--- src/assert_macros.svh ---
// Assertion macros shared by the downsampler modules.
`ifndef ASSERT_MACROS_SVH
`define ASSERT_MACROS_SVH

// Clocked assertion that is switched off while reset is held.
`define ASSERT_CLK(lbl, clk, rst_n, prop, msg) \
    lbl: assert property (@(posedge clk) disable iff (!rst_n) prop) else $error(msg);

// Clocked assertion that also holds during reset.
`define ASSERT_ALWAYS(lbl, clk, prop, msg) \
    lbl: assert property (@(posedge clk) prop) else $error(msg);

`endif

--- src/bdpr_pkg.sv ---
// Shared types and constants of the packed RGB box downsampler.
`timescale 1ns / 1ps

package bdpr_pkg;

    localparam int PIX_W     = 24;
    localparam int CH_W      = 8;
    localparam int NUM_CH    = 3;
    localparam int BS_W      = 5;
    localparam int CFG_W     = 12;
    localparam int CFG_IDX_W = 2;

    localparam logic [CFG_IDX_W-1:0] REG_BLOCK_SIZE    = 2'd0;
    localparam logic [CFG_IDX_W-1:0] REG_SOURCE_WIDTH  = 2'd1;
    localparam logic [CFG_IDX_W-1:0] REG_SOURCE_HEIGHT = 2'd2;

    localparam logic [BS_W-1:0]  RST_BLOCK_SIZE    = 5'd2;
    localparam logic [CFG_W-1:0] RST_SOURCE_WIDTH  = 12'd640;
    localparam logic [CFG_W-1:0] RST_SOURCE_HEIGHT = 12'd480;

    // Classification of one in-block pixel, made by the front end.
    typedef struct packed {
        logic col_first;
        logic col_last;
        logic row_first;
        logic row_last;
        logic last_of_frame;
    } t_work_ctl;

endpackage

--- src/bdpr_front.sv ---
// Front end: tracks the raster and block position and classifies each beat.
`timescale 1ns / 1ps

module bdpr_front #(
    parameter int MAX_WIDTH = 2048,
    parameter int MAX_BLOCK = 16,
    localparam int MB = (MAX_BLOCK < 31) ? MAX_BLOCK : 31,
    localparam int BW = $clog2(MB),
    localparam int AW = $clog2(MAX_WIDTH),
    localparam int CW = ($clog2(MAX_WIDTH + 1) > bdpr_pkg::CFG_W) ?
                        $clog2(MAX_WIDTH + 1) : bdpr_pkg::CFG_W,
    localparam int RW = bdpr_pkg::CFG_W
) (
    input  logic                       i_clk,
    input  logic                       i_rst_n,
    input  logic                       i_restart,
    input  logic                       i_accept,
    input  logic [bdpr_pkg::BS_W-1:0]  i_block,
    input  logic [CW-1:0]              i_width,
    input  logic [RW-1:0]              i_height,
    input  logic [bdpr_pkg::PIX_W-1:0] i_pixel,
    output logic                       o_wr,
    output logic [bdpr_pkg::PIX_W-1:0] o_pixel,
    output bdpr_pkg::t_work_ctl        o_ctl,
    output logic [AW-1:0]              o_ocol
);

    logic [CW-1:0] r_col, n_col;
    logic [RW-1:0] r_row, n_row;
    logic [BW-1:0] r_cib, n_cib;
    logic [BW-1:0] r_rib, n_rib;
    logic [AW-1:0] r_ocol, n_ocol;
    logic [CW-1:0] r_bcol, n_bcol;
    logic [RW-1:0] r_brow, n_brow;

    logic [CW+1:0]             bcol_end;
    logic [CW+1:0]             bcol_next_end;
    logic [RW+1:0]             brow_end;
    logic [RW+1:0]             brow_next_end;
    logic                      col_ok;
    logic                      row_ok;
    logic                      in_block;
    logic [bdpr_pkg::BS_W-1:0] d_m1;
    logic                      col_last;
    logic                      row_last;
    logic                      row_end;
    logic                      frame_end;

    always_comb begin
        bcol_end      = (CW+2)'(r_bcol) + (CW+2)'(i_block);
        bcol_next_end = bcol_end + (CW+2)'(i_block);
        brow_end      = (RW+2)'(r_brow) + (RW+2)'(i_block);
        brow_next_end = brow_end + (RW+2)'(i_block);
        col_ok        = bcol_end <= (CW+2)'(i_width);
        row_ok        = brow_end <= (RW+2)'(i_height);
        in_block      = col_ok && row_ok;
        d_m1          = i_block - 1'b1;
        col_last      = (bdpr_pkg::BS_W'(r_cib) == d_m1);
        row_last      = (bdpr_pkg::BS_W'(r_rib) == d_m1);
        row_end       = ((CW+1)'(r_col) + 1'b1) >= (CW+1)'(i_width);
        frame_end     = ((RW+1)'(r_row) + 1'b1) >= (RW+1)'(i_height);
    end

    assign o_wr                 = i_accept && in_block;
    assign o_pixel              = i_pixel;
    assign o_ocol               = r_ocol;
    assign o_ctl.col_first      = (r_cib == '0);
    assign o_ctl.col_last       = col_last;
    assign o_ctl.row_first      = (r_rib == '0);
    assign o_ctl.row_last       = row_last;
    assign o_ctl.last_of_frame  = (bcol_next_end > (CW+2)'(i_width)) &&
                                  (brow_next_end > (RW+2)'(i_height));

    always_comb begin
        n_col  = r_col;
        n_row  = r_row;
        n_cib  = r_cib;
        n_rib  = r_rib;
        n_ocol = r_ocol;
        n_bcol = r_bcol;
        n_brow = r_brow;
        if (i_accept) begin
            if (in_block) begin
                if (col_last) begin
                    n_cib  = '0;
                    n_ocol = r_ocol + 1'b1;
                    n_bcol = r_bcol + CW'(i_block);
                end else begin
                    n_cib = r_cib + 1'b1;
                end
            end
            if (row_end) begin
                n_col  = '0;
                n_cib  = '0;
                n_ocol = '0;
                n_bcol = '0;
                n_row  = r_row + 1'b1;
                if (row_last) begin
                    n_rib  = '0;
                    n_brow = r_row + 1'b1;
                end else begin
                    n_rib = r_rib + 1'b1;
                end
                if (frame_end) begin
                    n_row  = '0;
                    n_rib  = '0;
                    n_brow = '0;
                end
            end else begin
                n_col = r_col + 1'b1;
            end
        end
        if (i_restart) begin
            n_col  = '0;
            n_row  = '0;
            n_cib  = '0;
            n_rib  = '0;
            n_ocol = '0;
            n_bcol = '0;
            n_brow = '0;
        end
    end

    always_ff @(posedge i_clk) begin
        if (!i_rst_n) begin
            r_col  <= '0;
            r_row  <= '0;
            r_cib  <= '0;
            r_rib  <= '0;
            r_ocol <= '0;
            r_bcol <= '0;
            r_brow <= '0;
        end else begin
            r_col  <= n_col;
            r_row  <= n_row;
            r_cib  <= n_cib;
            r_rib  <= n_rib;
            r_ocol <= n_ocol;
            r_bcol <= n_bcol;
            r_brow <= n_brow;
        end
    end

endmodule

--- config.mk ---
export PLATFORM = sky130hd
export DESIGN_NAME = bdpr_front
export DESIGN_NICKNAME = d
export VERILOG_FILES = /design/src/assert_macros.svh /design/src/bdpr_pkg.sv /design/src/bdpr_front.sv
export SDC_FILE = /design/constraint.sdc
export NUM_CORES = 1
export LEC_CHECK = 0
export BUFFER_PORTS_ARGS = -buffer_cell sky130_fd_sc_hd__buf_2
export CAP_MARGIN = 20
export CORE_UTILIZATION = 50
export CTS_CLUSTER_SIZE = 10
export DETAILED_ROUTE_END_ITERATION = 8
export PLACE_DENSITY_LB_ADDON = 0.3
export SLEW_MARGIN = 0
export SYNTH_ARGS = -nofsm -noshare
export SYNTH_HDL_FRONTEND = slang
export SYNTH_SLANG_ARGS = --single-unit
export TNS_END_PERCENT = 20
--- constraint.sdc ---
create_clock -name i_clk -period 7.4 [get_ports i_clk]
set_input_delay 1.85 -clock i_clk [delete_from_list [all_inputs] [get_ports i_clk]]
set_output_delay 1.85 -clock i_clk [all_outputs]
set_load 0.03 [all_outputs]
==> flow_metrics.tcl, run 1 <==
set metrics [dict create \
    portBuffers 49 \
    synth_edf_count 0 \
    clkTransAtPathRegs_ns 0.06 \
    cp_data_arrival_time_ns 5.46 \
    post_dp_cell_area_sq_um 6990 \
    hpwlAfterDp_um 13000 \
    reg2reg_depth 20 \
    hold_violations 0 \
    clockBufferDepth 2 \
    critPathCapture "o_ctl[0]" \
    min_path_type "reg2reg" \
    maxCapViolCount 0 \
    criticalPathCategory "in2out" \
    fin_crit_ns 7.31 \
    worstSetupEndpointType "output pin" \
    num_antenna_cells 0 \
    boundaryPins 98 \
    grt_remaining_overflow 0 \
    syn_to_final_growth_pct 16.4 \
    synthFlopType "dfxtp_1" \
    leakage_nw 3.59 \
    drc 0 \
    clock-skew-final_ns 0.00490 \
    post-place-cells 998 \
    fp-row-count 41 \
    cts_sinks 67 \
    cts_buffers 9 \
    cts_tree "built" \
    async_flop_share_pct 0 \
    syn-num-nets 939 \
    vias_per_cell 5.76 \
    regToRegSetupSlack_ns 2.92 \
    clock.fmax_mhz 137 \
    r2r_start "r_brow[1]" \
    gp_congestion 0.892 \
    utilization_pct 59.7 \
    ys_ff_latch 67 \
    tightestPinTransition_ns 0.914 \
    finalCritPeriodShare_pct 98.8 \
    syn_inst 778 \
    drive_above_1_share_pct 20.4 \
    rsz0062_at_grt "true" \
    grtUsageTotal_pct 25.7 \
    max-slew-margin-rel_pct 38.6 \
    syn_area_per_cell_sq_um 8.32 \
    core-area_sq_um 12600 \
    dr.pass1.iters 4 \
    start_util_pct 51.3 \
    synth_warnings 0 \
    startpoint "i_block[0]" \
    clk_latency_ns 0.34 \
    h-tree-depth 3 \
    slew_violations 0 \
    crit_fanout 3 \
    fp.dieW_um 116 \
    status "finished clean" \
    finalInstanceArea_sq_um 7540 \
    ys_types 74 \
    grt_pass1_vias 5566 \
    final_cells 1023 \
    final_nets 1007 \
    grt_max_degree 27 \
    synthesis.area_sq_um 6470 \
    ys_seq_area_share_pct 20.7 \
    cts_root_buf "clkbuf_16" \
    hold_depth 2 \
    powerDensity_nw_per_um2 133 \
    worst_ep_required_time_ns 5.55 \
    fp.dieArea_sq_um 13400 \
    finalWirelength_um 16600 \
    vdd_drop_max_uv 106 \
    antenna_left 0 \
    antenna_found_initial 0 \
    grt_pass1_wl_um 26900 \
    crit_path_start_kind "input port" \
    setup_viol 0 \
    vias 5891 \
    first_iter_violations 342 \
    die_h_um 116 \
    rr_endpoint "r_bcol[5]" \
    wl_per_cell_um 16.2 \
]
## per-stage QoR
step / setup TNS [ns] / power (mW) / hold WS [ns] / setup slack (ns)
4_1_cts: 0 / 0.989 / 0.498 / 0.0213
2_1_floorplan: 0 / 0.505 / 0.445 / 0.348
6_report: 0 / 0.999 / 0.504 / 0.0914
5_1_grt: -0.0845 / 1.04 / 0.518 / -0.0845
3_3_place_gp: -0.108 / 0.535 / 0.475 / -0.108
3_5_place_dp: -0.232 / 0.540 / 0.477 / -0.232
## Yosys cell counts (19+ instances only)
cell / instances / share of area (%)
xor2_1: 30 / 4.1
nand4_1: 19 / 1.8
o21ai_0: 24 / 1.9
nand2_1: 40 / 2.3
nor2_1: 47 / 2.7
ha_1: 100 / 19
xnor2_1: 48 / 6.5
a21o_1: 24 / 2.8
nand3_1: 44 / 3.4
a21oi_1: 36 / 2.8
dfxtp_1: 67 / 21
buf_4: 27 / 3.1
inv_1: 71 / 4.1
## routing by layer
metal  vias to the layer above  GRT usage (%)  wire (um)
li1                       2919              -          -
met1                      2787           33.7       7680
met2                       145           42.7       7760
met3                        40           4.18        801
met4                         0           9.06        367
met5                         -              0          0
## critical path: stages
cell and delay [ns]:
buf_8 0.10, ha_4 0.15, inv_2 0.05, fa_2 0.46, fa_1 0.43, nor2b_1 0.15, o21ai_1 0.10, a21oi_2 0.18
o21ai_2 0.10, or4_1 0.51, xnor2_1 0.16, ha_1 0.31, nand3_1 0.10, o21ai_1 0.15, a21oi_1 0.10, o21ai_2 0.22
o32a_1 0.21, buf_6 0.13
## report_power, final
group          internal [mW]  switching [mW]  leakage (nW)
registers              0.362         0.00164         0.540
logic                 0.0837           0.104          2.90
clock network          0.280           0.168         0.152
total                  0.726           0.273          3.59
## what timing repair did
item,CTS,global route
setup buffers,3,6
resized for setup,12,33
pin swaps,6,22
endpoints found under the setup margin,1,2
hold buffers,0,0
## kinds of logic (layout without fill, tap and decap cells)
kind of cell | after synthesis | count (layout) | share of synthesized area, %
flops | 67 | 67 | 20.7
mux | 4 | 4 | 0.618
simple gates | 231 | 231 | 19.2
xor+xnor | 79 | 79 | 10.9
fa+ha+maj | 104 | 104 | 20.6
buf+inv | 120 | 193 | 8.77
compound gates | 173 | 173 | 19.2
## state kept, by name (all words and copies together), names as in the netlist
signal and cells:
r_rib 4, r_cib 4, r_bcol 12, o_ocol 11, r_col 12, r_brow 12, r_row 12
## final cells by class
class                   count  area, sq um
clock buffers              11          253
clock inverters             5         60.1
fillers                  1109         5080
inverters                  71          267
multi-input cells         591         4710
flip-flops and latches     67         1340
well taps                 172          215
repair buffers            106          689
## cells in the final DEF, fill, tap and decap left out, types with 6 or more instances in the layout
master	n
a21o_1	24
a21oi_1	27
a21oi_2	10
a22o_1	7
a32o_1	10
and3_1	17
buf_2	47
buf_4	57
clkbuf_16	9
dfxtp_1	67
ha_1	97
inv_1	68
nand2_1	40
nand2b_1	9
nand3_1	43
nand4_1	19
nor2_1	46
nor2b_1	6
nor3_1	12
o21a_1	8
o21ai_0	19
o22ai_1	6
o41ai_1	9
xnor2_1	47
xor2_1	29
## how the worst min path moves through the flow
stage	startpoint	end	slack (ns)
3_3_place_gp	r_bcol[3]	r_bcol[3]	0.47
4_1_cts	r_bcol[4]	r_bcol[4]	0.50
3_5_place_dp	r_bcol[4]	r_bcol[4]	0.48
6_report	r_brow[4]	r_brow[4]	0.50
5_1_grt	r_bcol[4]	r_bcol[4]	0.52
2_1_floorplan	r_brow[3]	r_brow[3]	0.45
Power figures use the tool's default switching activity.
==> run 2, diff against run 1 <==
==> constraint.sdc (replaced) <==
create_clock -name i_clk -period 6.7 [get_ports i_clk]
set_input_delay 1.675 -clock i_clk [delete_from_list [all_inputs] [get_ports i_clk]]
set_output_delay 1.675 -clock i_clk [all_outputs]
set_load 0.03 [all_outputs]
==> flow_metrics.tcl, run 2 (same netlist as run 1, synthesis figures left out) <==
set metrics [dict create \
    vdd_drop_max_uv 154 \
    clock-skew-final_ns 0.00524 \
    final_cells 1050 \
    leakage_nw 3.73 \
    hpwlAfterDp_um 13600 \
    power_switching_uw 280 \
    internal-power_uw 759 \
    antenna_left 0 \
    cts_tree "built" \
    crit_fanout 2 \
    vias 6077 \
    crit_path_start_kind "input port" \
    num_antenna_cells 0 \
    min_path_type "reg2reg" \
    cts_sinks 67 \
    grtUsageTotal_pct 26.7 \
    power_frac_seq_pct 38.7 \
    post-place-cells 1028 \
    fp-row-count 41 \
    cp_data_arrival_time_ns 5.27 \
    antenna_found_initial 0 \
    grt_max_degree 27 \
    worst_ep_required_time_ns 5.03 \
    cts_buffers 9 \
    slew_violations 0 \
    dr.pass1.iters 5 \
    status "finished, violations left" \
    cts_root_buf "clkbuf_16" \
    grt_remaining_overflow 0 \
    hold_buffers 0 \
    post_dp_cell_area_sq_um 7220 \
    final_common_cell "ha_1" \
    hold_violations 0 \
    finalCritPeriodShare_pct 104 \
    h-tree-depth 3 \
    clock.fmax_mhz 144 \
    max-slew-margin-rel_pct 39.7 \
    grt_pass1_vias 5957 \
    clockBufferDepth 2 \
    die_h_um 116 \
    finalInstanceArea_sq_um 7760 \
    power.share.switching_pct 27.0 \
    rsz0062_at_grt "true" \
    core-area_sq_um 12600 \
    worst_slack_ns -0.242 \
    finalWirelength_um 17200 \
    maxCapViolCount 0 \
    wl_per_cell_um 16.4 \
    fp.dieW_um 116 \
    worstSetupEndpointType "output pin" \
    clk_latency_ns 0.32 \
    drc 0 \
    drive_above_1_share_pct 23.2 \
    syn_to_final_growth_pct 19.9 \
    fin_crit_ns 6.94 \
    first_iter_violations 315 \
    vias_per_cell 5.79 \
    clkTransAtPathRegs_ns 0.05 \
    gp_congestion 0.893 \
    tightestPinTransition_ns 0.896 \
    final_cell_mix "ha_1, buf_4, inv_1, dfxtp_1, nor2_1" \
    boundaryPins 98 \
    grt_pass1_wl_um 28200 \
    setup_viol 2 \
    portBuffers 49 \
    fp.dieArea_sq_um 13400 \
    start_util_pct 51.3 \
    comb_power_share_pct 20.9 \
    clkPwrFrac_pct 40.4 \
    criticalPathCategory "in2out" \
    powerDensity_nw_per_um2 134 \
    violations "negative setup slack" \
    final_nets 1035 \
    fillCellCount 1114 \
]
## run 2: cell count changes in the layout (fill, tap and decap cells not counted), moves of 2 or more
cell	previous run	this run
xnor2_1	47	45
buf_4	57	84
clkbuf_1	0	3
xnor2_2	1	3
buf_2	47	45
ha_4	2	4
ha_1	97	94
buf_6	1	3
## run 2: final timing paths
kind | from | end | slack, ns | cells after the start
worst max-delay path | i_block[0] | o_ctl[0] | -0.24 | 23
worst min register to register | r_bcol[2] | r_bcol[2] | 0.50 | 1
worst min-delay path | r_bcol[2] | r_bcol[2] | 0.50 | 1
worst max register to register | r_brow[0] | r_bcol[10] | 1.88 | 24
## run 2: final cells by class
| type | count | area (sq um) | share of cell area, % |
|---|---|---|---|
| clock inverter | 2 | 12.5 | 0.161 |
| sequential | 67 | 1340 | 17.3 |
| inverter | 71 | 267 | 3.43 |
| multi-input combinational | 591 | 4740 | 61.1 |
| timing repair buffer | 134 | 932 | 12.0 |
| clock buffer | 13 | 250 | 3.22 |
| tap | 172 | 215 | 2.77 |
## run 2: timing repair
| action | in CTS | in global routing |
|---|---|---|
| hold endpoints to repair | 0 | 0 |
| buffers inserted | 3 | 2 |
| pin swaps | 26 | 15 |
| gates resized for setup | 38 | 14 |
| endpoints found under the setup margin | 2 | 2 |
| cloned | 0 | 0 |
## run 2: stage by stage
stage	utilization, %	setup TNS [ns]	worst slack (ns)	total power [mW]	hold slack [ns]
after floorplan	-	0	0.0291	0.558	0.445
after global placement	57.2	-0.643	-0.475	0.598	0.467
after detailed placement	57.2	-0.809	-0.601	0.606	0.490
after CTS	60.5	-0.237	-0.188	1.04	0.499
after global routing	61.5	-0.606	-0.423	1.08	0.520
final	61.5	-0.337	-0.242	1.04	0.503
## run 2: per-layer routing
| metal | global-route usage (%) | vias to the layer above | share of wire, % |
|---|---|---|---|
| li1 | - | 2971 | - |
| met1 | 34.1 | 2923 | 46 |
| met2 | 45.6 | 141 | 47 |
| met3 | 3.77 | 42 | 4.2 |
| met4 | 10.1 | 0 | 2.8 |
| met5 | 0 | - | 0 |
## run 2: critical path, stage by stage
cell and delay (ns):
buf_8 0.08, ha_4 0.13, inv_2 0.03, fa_2 0.56, inv_2 0.07, ha_4 0.23
a21o_1 0.17, a21oi_2 0.17, o21ai_2 0.07, a21oi_2 0.17, nor2b_1 0.08, nand2_1 0.10
xnor2_2 0.11, ha_1 0.26, a21o_1 0.17, a21o_1 0.15, a21o_1 0.18, a21oi_2 0.13
o21ai_1 0.08, a21oi_1 0.18, o21ai_2 0.10, o32a_2 0.23, buf_6 0.14
## run 2: power groups by stage
stage / Combinational [mW] / Clock [mW] / Sequential [mW]
global route: 0.241 / 0.441 / 0.402
finish: 0.217 / 0.420 / 0.402
CTS: 0.208 / 0.426 / 0.402
floorplan: 0.148 / 0 / 0.410
detailed placement: 0.195 / 0 / 0.410
global placement: 0.187 / 0 / 0.410
