==> src/assert_macros.svh <==
// Assertion macros shared by the downsampler modules.
`ifndef ASSERT_MACROS_SVH
`define ASSERT_MACROS_SVH

// Clocked assertion that is switched off while reset is held.
`define ASSERT_CLK(lbl, clk, rst_n, prop, msg) \
    lbl: assert property (@(posedge clk) disable iff (!rst_n) prop) else $error(msg);

// Clocked assertion that also holds during reset.
`define ASSERT_ALWAYS(lbl, clk, prop, msg) \
    lbl: assert property (@(posedge clk) prop) else $error(msg);

`endif

==> src/bdpr_fifo.sv <==
// Small register-based FIFO used between the pipeline parts.
`timescale 1ns / 1ps
`include "assert_macros.svh"

module bdpr_fifo #(
    parameter int WIDTH = 8,
    parameter int DEPTH = 4,
    localparam int PTR_W = $clog2(DEPTH),
    localparam int CNT_W = $clog2(DEPTH + 1)
) (
    input  logic             i_clk,
    input  logic             i_rst_n,
    input  logic             i_wr,
    input  logic [WIDTH-1:0] i_wdata,
    output logic             o_full,
    input  logic             i_rd,
    output logic [WIDTH-1:0] o_rdata,
    output logic             o_empty
);

    logic [WIDTH-1:0] r_mem [DEPTH];
    logic [PTR_W-1:0] r_wptr;
    logic [PTR_W-1:0] r_rptr;
    logic [CNT_W-1:0] r_count;
    logic             wr_go;
    logic             rd_go;

    assign o_full  = (r_count == CNT_W'(DEPTH));
    assign o_empty = (r_count == '0);
    assign o_rdata = r_mem[r_rptr];
    assign wr_go   = i_wr && !o_full;
    assign rd_go   = i_rd && !o_empty;

    always_ff @(posedge i_clk) begin
        if (!i_rst_n) begin
            r_wptr  <= '0;
            r_rptr  <= '0;
            r_count <= '0;
        end else begin
            if (wr_go) begin
                r_wptr <= (r_wptr == PTR_W'(DEPTH - 1)) ? '0 : r_wptr + 1'b1;
            end
            if (rd_go) begin
                r_rptr <= (r_rptr == PTR_W'(DEPTH - 1)) ? '0 : r_rptr + 1'b1;
            end
            if (wr_go && !rd_go) begin
                r_count <= r_count + 1'b1;
            end else if (rd_go && !wr_go) begin
                r_count <= r_count - 1'b1;
            end
        end
    end

    always_ff @(posedge i_clk) begin
        if (wr_go) begin
            r_mem[r_wptr] <= i_wdata;
        end
    end

    `ASSERT_ALWAYS(a_count_bound, i_clk, (!i_rst_n || r_count <= CNT_W'(DEPTH)), "FIFO count above depth")
    `ASSERT_CLK(a_count_up, i_clk, i_rst_n, (wr_go && !rd_go) |=> (r_count == $past(r_count) + 1'b1), "FIFO count did not follow a write")

endmodule

==> config.mk <==
export PLATFORM = sky130hd
export DESIGN_NAME = bdpr_fifo
export DESIGN_NICKNAME = d
export VERILOG_FILES = /design/src/bdpr_fifo.sv
export VERILOG_INCLUDE_DIRS = /design/src /design/src/src
export SDC_FILE = /design/constraint.sdc
export NUM_CORES = 1
export LEC_CHECK = 0
export ABC_AREA = 1
export BUFFER_PORTS_ARGS = -buffer_cell sky130_fd_sc_hd__buf_4
export CORE_MARGIN = 2
export CORE_UTILIZATION = 53
export CTS_BUF_LIST = sky130_fd_sc_hd__clkbuf_4
export DETAILED_ROUTE_END_ITERATION = 7
export GPL_TIMING_DRIVEN = 0
export HOLD_SLACK_MARGIN = 0.06
export PLACE_DENSITY_LB_ADDON = 0.3
export SLEW_MARGIN = 20
export SYNTH_ARGS = -nofsm -noshare
export SYNTH_HDL_FRONTEND = slang
export SYNTH_SLANG_ARGS = --single-unit
==> constraint.sdc <==
create_clock -name i_clk -period 1.65 [get_ports i_clk]
set_input_delay 0.4125 -clock i_clk [delete_from_list [all_inputs] [get_ports i_clk]]
set_output_delay 0.4125 -clock i_clk [all_outputs]
set_load 0.05 [all_outputs]
==> results.cfg, run 1 <==
[clocking]
clock_latency_ps = 360
clkSinkCount = 41
cts_root_buffer = clkbuf_4
cts_buffers = 5
cts_htree_levels = 2
cts.reportedPaths.clkPinSlew_ps = 130
cts.path.max_buffers = 2
cts_tree = yes

[synthesis]
yosysTopAreaCell = edfxtp_1
synth_top_area_share_pct = 56.8
syn_inst = 148
syn-num-nets = 167
ys_warn_count = 0
netlist_top_cells_area = edfxtp_1, dfxtp_1, nor2_1
syn_area_um2 = 1690
synth_seq_cells = 41
seq_area_frac_synth_pct = 67.4
postSynthAreaPerCell_um2 = 11.4
synth_cell_types = 18

[worst_setup_path]
crit_arrival_ps = 1390
timing.reg2reg.setup_slack_ps = -20
r2r_cells = 9
worstPathRequired_ps = 1240
worstSetupPathType = reg -> out
crit_path_max_fanout = 5
start_kind = flop
cp_slowest_cell = dfxtp_4
setup.worst_path.end = o_rdata[4]
r2r-start = r_count[1]
critPathMaxStageDelay_ps = 430
critPathCaptureType = output port
path_cells = inv_8 -> buf_8 -> nor2_1 -> o22ai_2 -> buf_6
r2r_end = r_count[1]

[floorplan]
dieArea_um2 = 3660
start_util_pct = 55.5
ioPinCount = 22
coreArea_um2 = 3050
rows = 20
die_w_um = 60.5
die_height_um = 60.5

[power]
leakage_nw = 0.978
vdd_drop_max_uv = 1050
seqPwrFrac_pct = 32.2
p_sw_mw = 1.84
pwr-share-clk_pct = 14.7
powerDensity_nw_per_um2 = 1860
p_comb_share_pct = 53.1
p_int_mw = 2.63
swShare_pct = 41.1

[sta]
period_minus_slack_ps = 1800
finalHoldViolCount = 0
timing.final.crit_share_pct = 109
rsz0062_at_grt = yes
fin_skew_ps = 16.5
max_slew_margin_pct = 64.8
maxSlewViolCount = 0
setup_viol = 9
tightest_slew_ps = 527
setup_slack_ps = -154
clock.fmax_mhz = 554

[run_status]
failed_checks = negative setup slack
run_status = finished, violations left

[route]
vias = 1286
routed_wl_um = 3900
drtAntennaViolNets = 0
via_per_inst = 5.34
drc_errors = 0
drt-pass1-iter-count = 4
drt-initial-drc-count = 47
wl_per_cell_um = 16.2

[min_path]
worstHoldPathType = in -> reg
holdPathStages = 1

[place]
place_congestion = 0.695
dp_hpwl_um = 2190
port_buffers = 21
pre_cts_ws_ps = -179

[global_route]
grt_pass1_wl_um = 5880
grt-ovfl-total = 0
grt_max_degree = 14
antenna_found_initial = 0
grt_use_total_pct = 23.6
grt_pass1_vias = 1289

[final_layout]
fin_util_pct = 78.9
drive_above_1_share_pct = 47.7
diodes = 0
syn2layout_area_growth_pct = 42.3
fin_nets = 215

[flow_run]
drv_cap = 0
==> layer usage <==
layer,vias to the layer above,wire [um],global-route usage (%)
met3,15,184,5.76
met1,621,1490,25.2
li1,603,-,-
met5,-,0,0
met4,0,155,16.5
met2,47,2070,41.0
==> cell usage after synthesis <==
master,number
o21ai_1,1
nand2_1,14
inv_2,1
a21oi_1,2
inv_1,18
nand2_2,1
nand4_1,1
fa_1,1
ha_1,6
nand3b_1,1
edfxtp_1,32
nor2_1,33
o22ai_1,8
o21ai_2,3
nand3_1,1
dfxtp_1,9
o21ai_0,14
buf_6,2
==> layout make-up <==
cell class	instances	area, um^2
sequential	41	1160
inverter	19	87.6
buffer	1	15.0
tap	44	55.1
clock inverter	2	35.0
multi-input combinational	86	619
clock buffer	6	45.0
fill	180	644
timing repair buffer	42	395
==> worst max-delay path: cells and delay by family, from the launching register on <==
kind	cells	cell delay, ps
DFF	1	430
buffers and inverters	3	350
and+or+nand+nor	1	150
AOI/OAI and AO/OA	1	110
==> repair_timing <==
| item | in CTS | in global routing |
|---|---|---|
| cloned | 1 | 0 |
| pin swaps | 13 | 3 |
| buffers inserted | 18 | 2 |
| setup endpoints to repair | 42 | 35 |
| endpoints found under the hold margin | 0 | 0 |
| resized for setup | 62 | 11 |
| hold buffers | 0 | 0 |
==> state kept, by name, indices dropped and copies added, names as in the netlist, named ones only <==
register and cells:
r_mem 32, r_count 3, r_rptr 2, r_wptr 2
==> power by group through the flow <==
stage | combinational, mW | clock, mW | sequential [mW]
detailed placement | 1.63 | 0 | 1.43
global route | 2.52 | 0.693 | 1.46
floorplan | 1.21 | 0 | 1.39
finish | 2.37 | 0.659 | 1.44
CTS | 2.22 | 0.657 | 1.43
global placement | 1.56 | 0 | 1.42
==> cells in the final DEF, fill, tap and decap left out, drive strengths merged <==
master / n
nor2: 33
inv: 18
ha: 6
clkbuf: 6
clkinv: 1
o21ai: 18
fa: 1
bufinv: 1
nand2: 15
a21oi: 2
buf: 43
nand3: 1
edfxtp: 32
nand4: 1
nand3b: 1
dfxtp: 9
clkinvlp: 1
o22ai: 8
==> worst min-delay path by stage <==
stage / from / endpoint / slack [ps]
after global placement: r_count[0] / r_count[0] / 480
after CTS: i_wdata[3] / r_mem[3][3] / 250
after detailed placement: r_count[0] / r_count[0] / 490
after global routing: i_wdata[0] / r_mem[3][0] / 240
final: i_wdata[0] / r_mem[3][0] / 250
after floorplan: r_count[0] / r_count[0] / 470
==> kinds of logic (layout without fill, tap and decap cells) <==
logic type,after synthesis,in the layout,share of synthesized area (%)
adder cells (fa/ha/maj),7,7,5.62
flip-flops,41,41,67.4
buffers and inverters,21,70,5.54
AO/OA/AOI/OAI,28,28,9.53
AND/OR/NAND/NOR,51,51,11.9
==> stage by stage <==
step	cells	total power, mW	area (um^2)	hold WS [ps]	setup TNS (ps)
after global placement	213	2.98	1960	477	-772
after global routing	241	4.66	2410	242	-1700
final	241	4.47	2410	247	-1120
after CTS	239	4.31	2350	248	-788
after floorplan	148	2.60	1750	471	0
after detailed placement	213	3.06	1960	494	-2300
Power figures use the tool's default switching activity.
==> inputs of run 2 (changes only) <==
Settings changed: CELL_PAD_IN_SITES_DETAIL_PLACEMENT from default to 0, CELL_PAD_IN_SITES_GLOBAL_PLACEMENT from default to 1, CORE_UTILIZATION 53 to 42.
==> run 2 against run 1 <==
  * The run still ends with negative setup slack left
  * Total power decreased by 6.7%
  * Non-clock buffer count decreased by 6
  * Fmax increased by 3.1%
  * Cell count unchanged
  * Setup slack improved by 54 ps
  * Clock power decreased by 25%
  * Worst hold slack improved by 21 ps
==> results.cfg, run 2 (synthesized netlist as in run 1, its figures left out) <==
[run_status]
run_status = finished, violations left
failed_checks = negative setup slack

[floorplan]
rows = 23
die_height_um = 67.5
ioPinCount = 22
die_w_um = 67.5
coreArea_um2 = 3940
start_util_pct = 42.9
dieArea_um2 = 4550

[sta]
setup_slack_ps = -100
fin_skew_ps = 13.6
timing.final.crit_share_pct = 106
tightest_slew_ps = 505
holdWs_ps = 268
finalHoldViolCount = 0
clock.fmax_mhz = 571
tns_ps = -698
period_minus_slack_ps = 1750
setup_viol = 8
rsz0062_at_grt = yes
maxSlewViolCount = 0
max_slew_margin_pct = 66.3

[min_path]
worstHoldPathType = in -> reg
hp-start = i_wdata[7]
hold_end = r_mem[3][7]
holdPathStages = 1

[power]
p_int_mw = 2.43
p_comb_share_pct = 54.2
swShare_pct = 41.7
pwr-share-clk_pct = 11.8
seqPwrFrac_pct = 34.0
p_total_mw = 4.17
vdd_drop_max_uv = 1190
leakage_nw = 0.944
powerDensity_nw_per_um2 = 1760
p_sw_mw = 1.74

[worst_setup_path]
critPathMaxStageDelay_ps = 400
worst-path-stages = 5
cpLargestDelayFamily = flip-flops
start_kind = flop
crit_arrival_ps = 1340
r2r_end = r_count[1]
cp_slowest_cell = dfxtp_4
worstPathRequired_ps = 1240
path_buf_inv = 3
worstSetupPathType = reg -> out
r2r_cells = 9
path_cells = inv_6 -> buf_8 -> nor2_1 -> o22ai_2 -> buf_6
critPathCaptureType = output port
timing.reg2reg.setup_slack_ps = 0
r2r-start = r_count[0]
crit_path_max_fanout = 5

[route]
via_per_inst = 4.88
route.met2.wl_um = 1980
met1_length_um = 1280
wl_per_cell_um = 14.1
drc_errors = 0
met3_length_um = 99
drtAntennaViolNets = 0
routed_wl_um = 3400
drt-initial-drc-count = 66
drt-pass1-iter-count = 4
vias = 1177
routed.top_layer = met4

[final_layout]
multi_input_area_um2 = 643
final_area_um2 = 2360
reg.largest.list = r_mem (32), r_count (3)
final_common_cell = edfxtp_1
final_cell_mix = edfxtp_1, nor2_1, buf_4, inv_1
syn2layout_area_growth_pct = 39.6
seq_area_um2 = 1150
regMostFlops = r_mem
fin_nets = 209
drive_above_1_share_pct = 47.1
num-fill-cells = 328
fin_util_pct = 59.9
largest_reg_flops = 32
diodes = 0

[global_route]
grt_max_degree = 13
grt_pass1_vias = 1248
antenna_found_initial = 0
grt_pass1_wl_um = 5740
grt_use_total_pct = 17.8
grt-ovfl-total = 0

[clocking]
cts.path.max_buffers = 2
cts.reportedPaths.clkPinSlew_ps = 120
clock_latency_ps = 340
cts_buffers = 5
cts_htree_levels = 2
cts_root_buffer = clkbuf_4
clkSinkCount = 41
cts_tree = yes

[flow_run]
drv_cap = 0

[place]
port_buffers = 21
place_area_um2 = 1970
place_congestion = 0.712
dp_hpwl_um = 2220
run 2: timing repair:
action	CTS	global route
hold buffers	0	0
gates cloned	1	0
endpoints found under the setup margin	42	27
gates resized for setup	51	19
buffers inserted	11	2
pin swaps	16	9
run 2: stage by stage:
step / setup slack [ps] / cells
final: -100 / 241
after global routing: -176 / 241
after detailed placement: -170 / 219
after global placement: -121 / 219
after CTS: -118 / 239
after floorplan: 7.15 / 148
run 2: worst max-delay path by stage:
stage | start | to | slack, ps
finish | flop | o_rdata[6] | -100
global route | flop | o_rdata[4] | -180
CTS | flop | o_rdata[3] | -120
detailed placement | r_count[1] | r_count[2] | -170
global placement | r_count[1] | r_count[2] | -120
floorplan | r_count[1] | r_count[2] | 7
run 2: metal layers:
metal,up-vias,global-route usage [%]
li1,584,-
met1,568,18.2
met2,21,34.2
met3,4,4.33
met4,0,6.89
met5,-,0
run 2: power groups by stage:
stage                     combinational, mW  clock, mW  sequential, mW
after floorplan                        1.21          0            1.39
after global routing                   2.43      0.553            1.44
after global placement                 1.58          0            1.43
after CTS                              2.12      0.512            1.42
after detailed placement               1.62          0            1.44
final                                  2.26      0.492            1.42
run 2: cell type report:
type	count	area share, %
repair buffers	35	14.2
flip-flops and latches	41	48.7
clock inverters	1	0.212
inverters	19	3.49
clock buffers	7	2.22
plain buffers	2	1.27
multi-input cells	86	27.2
well taps	50	2.65
run 2: worst reg2reg max path: cells and delay by family, from the launching register on:
kind	cells	cell delay [ps]
adder cells (fa/ha/maj)	2	580
AND/OR/NAND/NOR	4	390
flip-flops	1	350
AO/OA/AOI/OAI	1	120
buffers and inverters	2	100
==> inputs of run 3 (changes only) <==
Settings changed: GPL_TIMING_DRIVEN 0 to 1, RECOVER_POWER from default to 50.
==> run 3 against run 2 <==
  * The flow still finishes with violations (negative setup slack)
  * Routed wire length is 6.9% lower
  * Worst hold slack improved by 56 ps
  * Setup slack better by 24 ps
  * Final area is 5.9% lower
  * Utilization shrank 3.6 points
  * Fmax rose by 1.4%
  * Total power is 6.2% lower
  * Non-clock buffer count rose by 1
  * Largest cell class unchanged
==> results.cfg, run 3 (synthesized netlist as in run 1, its figures left out) <==
[worst_setup_path]
crit_arrival_ps = 1310
crit_top_cell = buf_6
start_kind = flop
crit_path_max_fanout = 5
critPathCaptureType = output port
cp_slowest_cell = dfxtp_4
critPathMaxStageDelay_ps = 410
r2r_cells = 9
worstSetupPathType = reg -> out
path_cells = buf_6 -> o21ai_0 -> o22ai_2 -> buf_6
worstPathRequired_ps = 1240

[route]
drc_errors = 0
drt-pass1-iter-count = 4
via_per_inst = 4.81
drtAntennaViolNets = 0
drt-initial-drc-count = 39
vias = 1165
wl_per_cell_um = 13.1
routed_wl_um = 3170

[final_layout]
syn2layout_area_growth_pct = 31.3
final_cell_mix = nor2_1, edfxtp_1, buf_4, inv_1, nand2_1
regMostFlops = r_mem
largest_reg_flops = 32
fin_nets = 210
reg.largest.list = r_mem (32), r_count (3)
final_area_um2 = 2220
diodes = 0
fin_cells = 242
drive_above_1_share_pct = 33.9

[power]
swShare_pct = 42.1
leakage_nw = 0.883
p_int_mw = 2.26
p_comb_share_pct = 52.4
powerDensity_nw_per_um2 = 1760
seqPwrFrac_pct = 36.1
p_sw_mw = 1.65
vdd_drop_max_uv = 1100
pwr-share-clk_pct = 11.5

[sta]
setup_viol = 8
clock.fmax_mhz = 579
period_minus_slack_ps = 1730
setup_slack_ps = -76.3
fin_skew_ps = 4.96
rsz0062_at_grt = yes
maxSlewViolCount = 0
finalHoldViolCount = 0
timing.final.crit_share_pct = 105
tightest_slew_ps = 236
tns_ps = -509
max_slew_margin_pct = 84.1

[global_route]
antenna_found_initial = 0
grt_use_total_pct = 15.7
grt_max_degree = 17
grt-ovfl-total = 0
grt_pass1_vias = 1186
grt_pass1_wl_um = 5090

[place]
place_area_um2 = 2030
dp.cells = 229
pre_cts_ws_ps = 7.24
dp_hpwl_um = 2220
place_congestion = 0.744
port_buffers = 21

[run_status]
failed_checks = negative setup slack
run_status = finished, violations left

[flow_run]
drv_cap = 0

[floorplan]
coreArea_um2 = 3940
die_height_um = 67.5
dieArea_um2 = 4550
start_util_pct = 42.9
rows = 23
ioPinCount = 22
die_w_um = 67.5

[clocking]
cts.path.max_buffers = 2
clkSinkCount = 41
cts_root_buffer = clkbuf_4
cts_tree = yes
cts_buffers = 5
cts_htree_levels = 2
clock_latency_ps = 330
cts.reportedPaths.clkPinSlew_ps = 110

[min_path]
worstHoldPathType = in -> reg
holdPathStages = 1
## run 3: cell types whose count changed in the layout (fill, tap and decap cells not counted), moves of 3 or more
cell | previous run | this run
buf_4 | 22 | 16
clkbuf_1 | 0 | 9
nor2_1 | 23 | 32
nor2_2 | 6 | 0
nor2_4 | 4 | 1
o21ai_1 | 3 | 6
o21ai_2 | 11 | 7
## run 3: routing by layer
layer,share of wire (%),vias up,global-route usage [%]
met5,0,-,0
met4,1.1,0,5.87
met3,3.2,4,5.17
met2,56,22,29.2
met1,40,543,16.3
li1,-,596,-
## run 3: timing repair
action | in CTS | in global routing
setup buffers | 2 | 3
gates resized for setup | 39 | 14
setup endpoints to repair | 11 | 11
hold buffers | 0 | 0
gates cloned | 0 | 0
pin swaps | 11 | 11
## run 3: final cells by class
| class | count | area (um^2) |
|---|---|---|
| inverter | 19 | 86.3 |
| clock inverter | 3 | 12.5 |
| timing repair buffer | 38 | 308 |
| tap | 50 | 62.6 |
| fill | 342 | 1720 |
| multi-input combinational | 86 | 567 |
| sequential | 41 | 1150 |
| clock buffer | 5 | 37.5 |
## run 3: path summary, 6_finish.rpt
check / to / start / slack, ps
max: o_rdata[4] / flop / -80
min: r_mem[1][5] / i_wdata[5] / 320
max reg2reg: r_count[1] / r_count[0] / 40
min reg2reg: flop / r_rptr[0] / 550
## run 3: power groups by stage
stage	sequential, mW	combinational, mW	clock (mW)
5_1_grt	1.43	2.20	0.515
3_3_place_gp	1.39	1.68	0
6_report	1.41	2.05	0.451
3_5_place_dp	1.40	1.74	0
2_1_floorplan	1.39	1.21	0
4_1_cts	1.42	1.94	0.471
## run 3: per-stage QoR
step           hold WS (ps)  util [%]  total power, mW
2_1_floorplan           471         -             2.60
3_3_place_gp            520      51.6             3.07
3_5_place_dp            547      51.6             3.14
4_1_cts                 253      55.7             3.83
5_1_grt                 303      56.4             4.15
6_report                324      56.4             3.91
## run 3: critical path, delay by kind of cell (launching register included)
kind,cells,cell delay [ps]
AOI/OAI and AO/OA,2,280
buffers and inverters,2,310
DFF,1,410
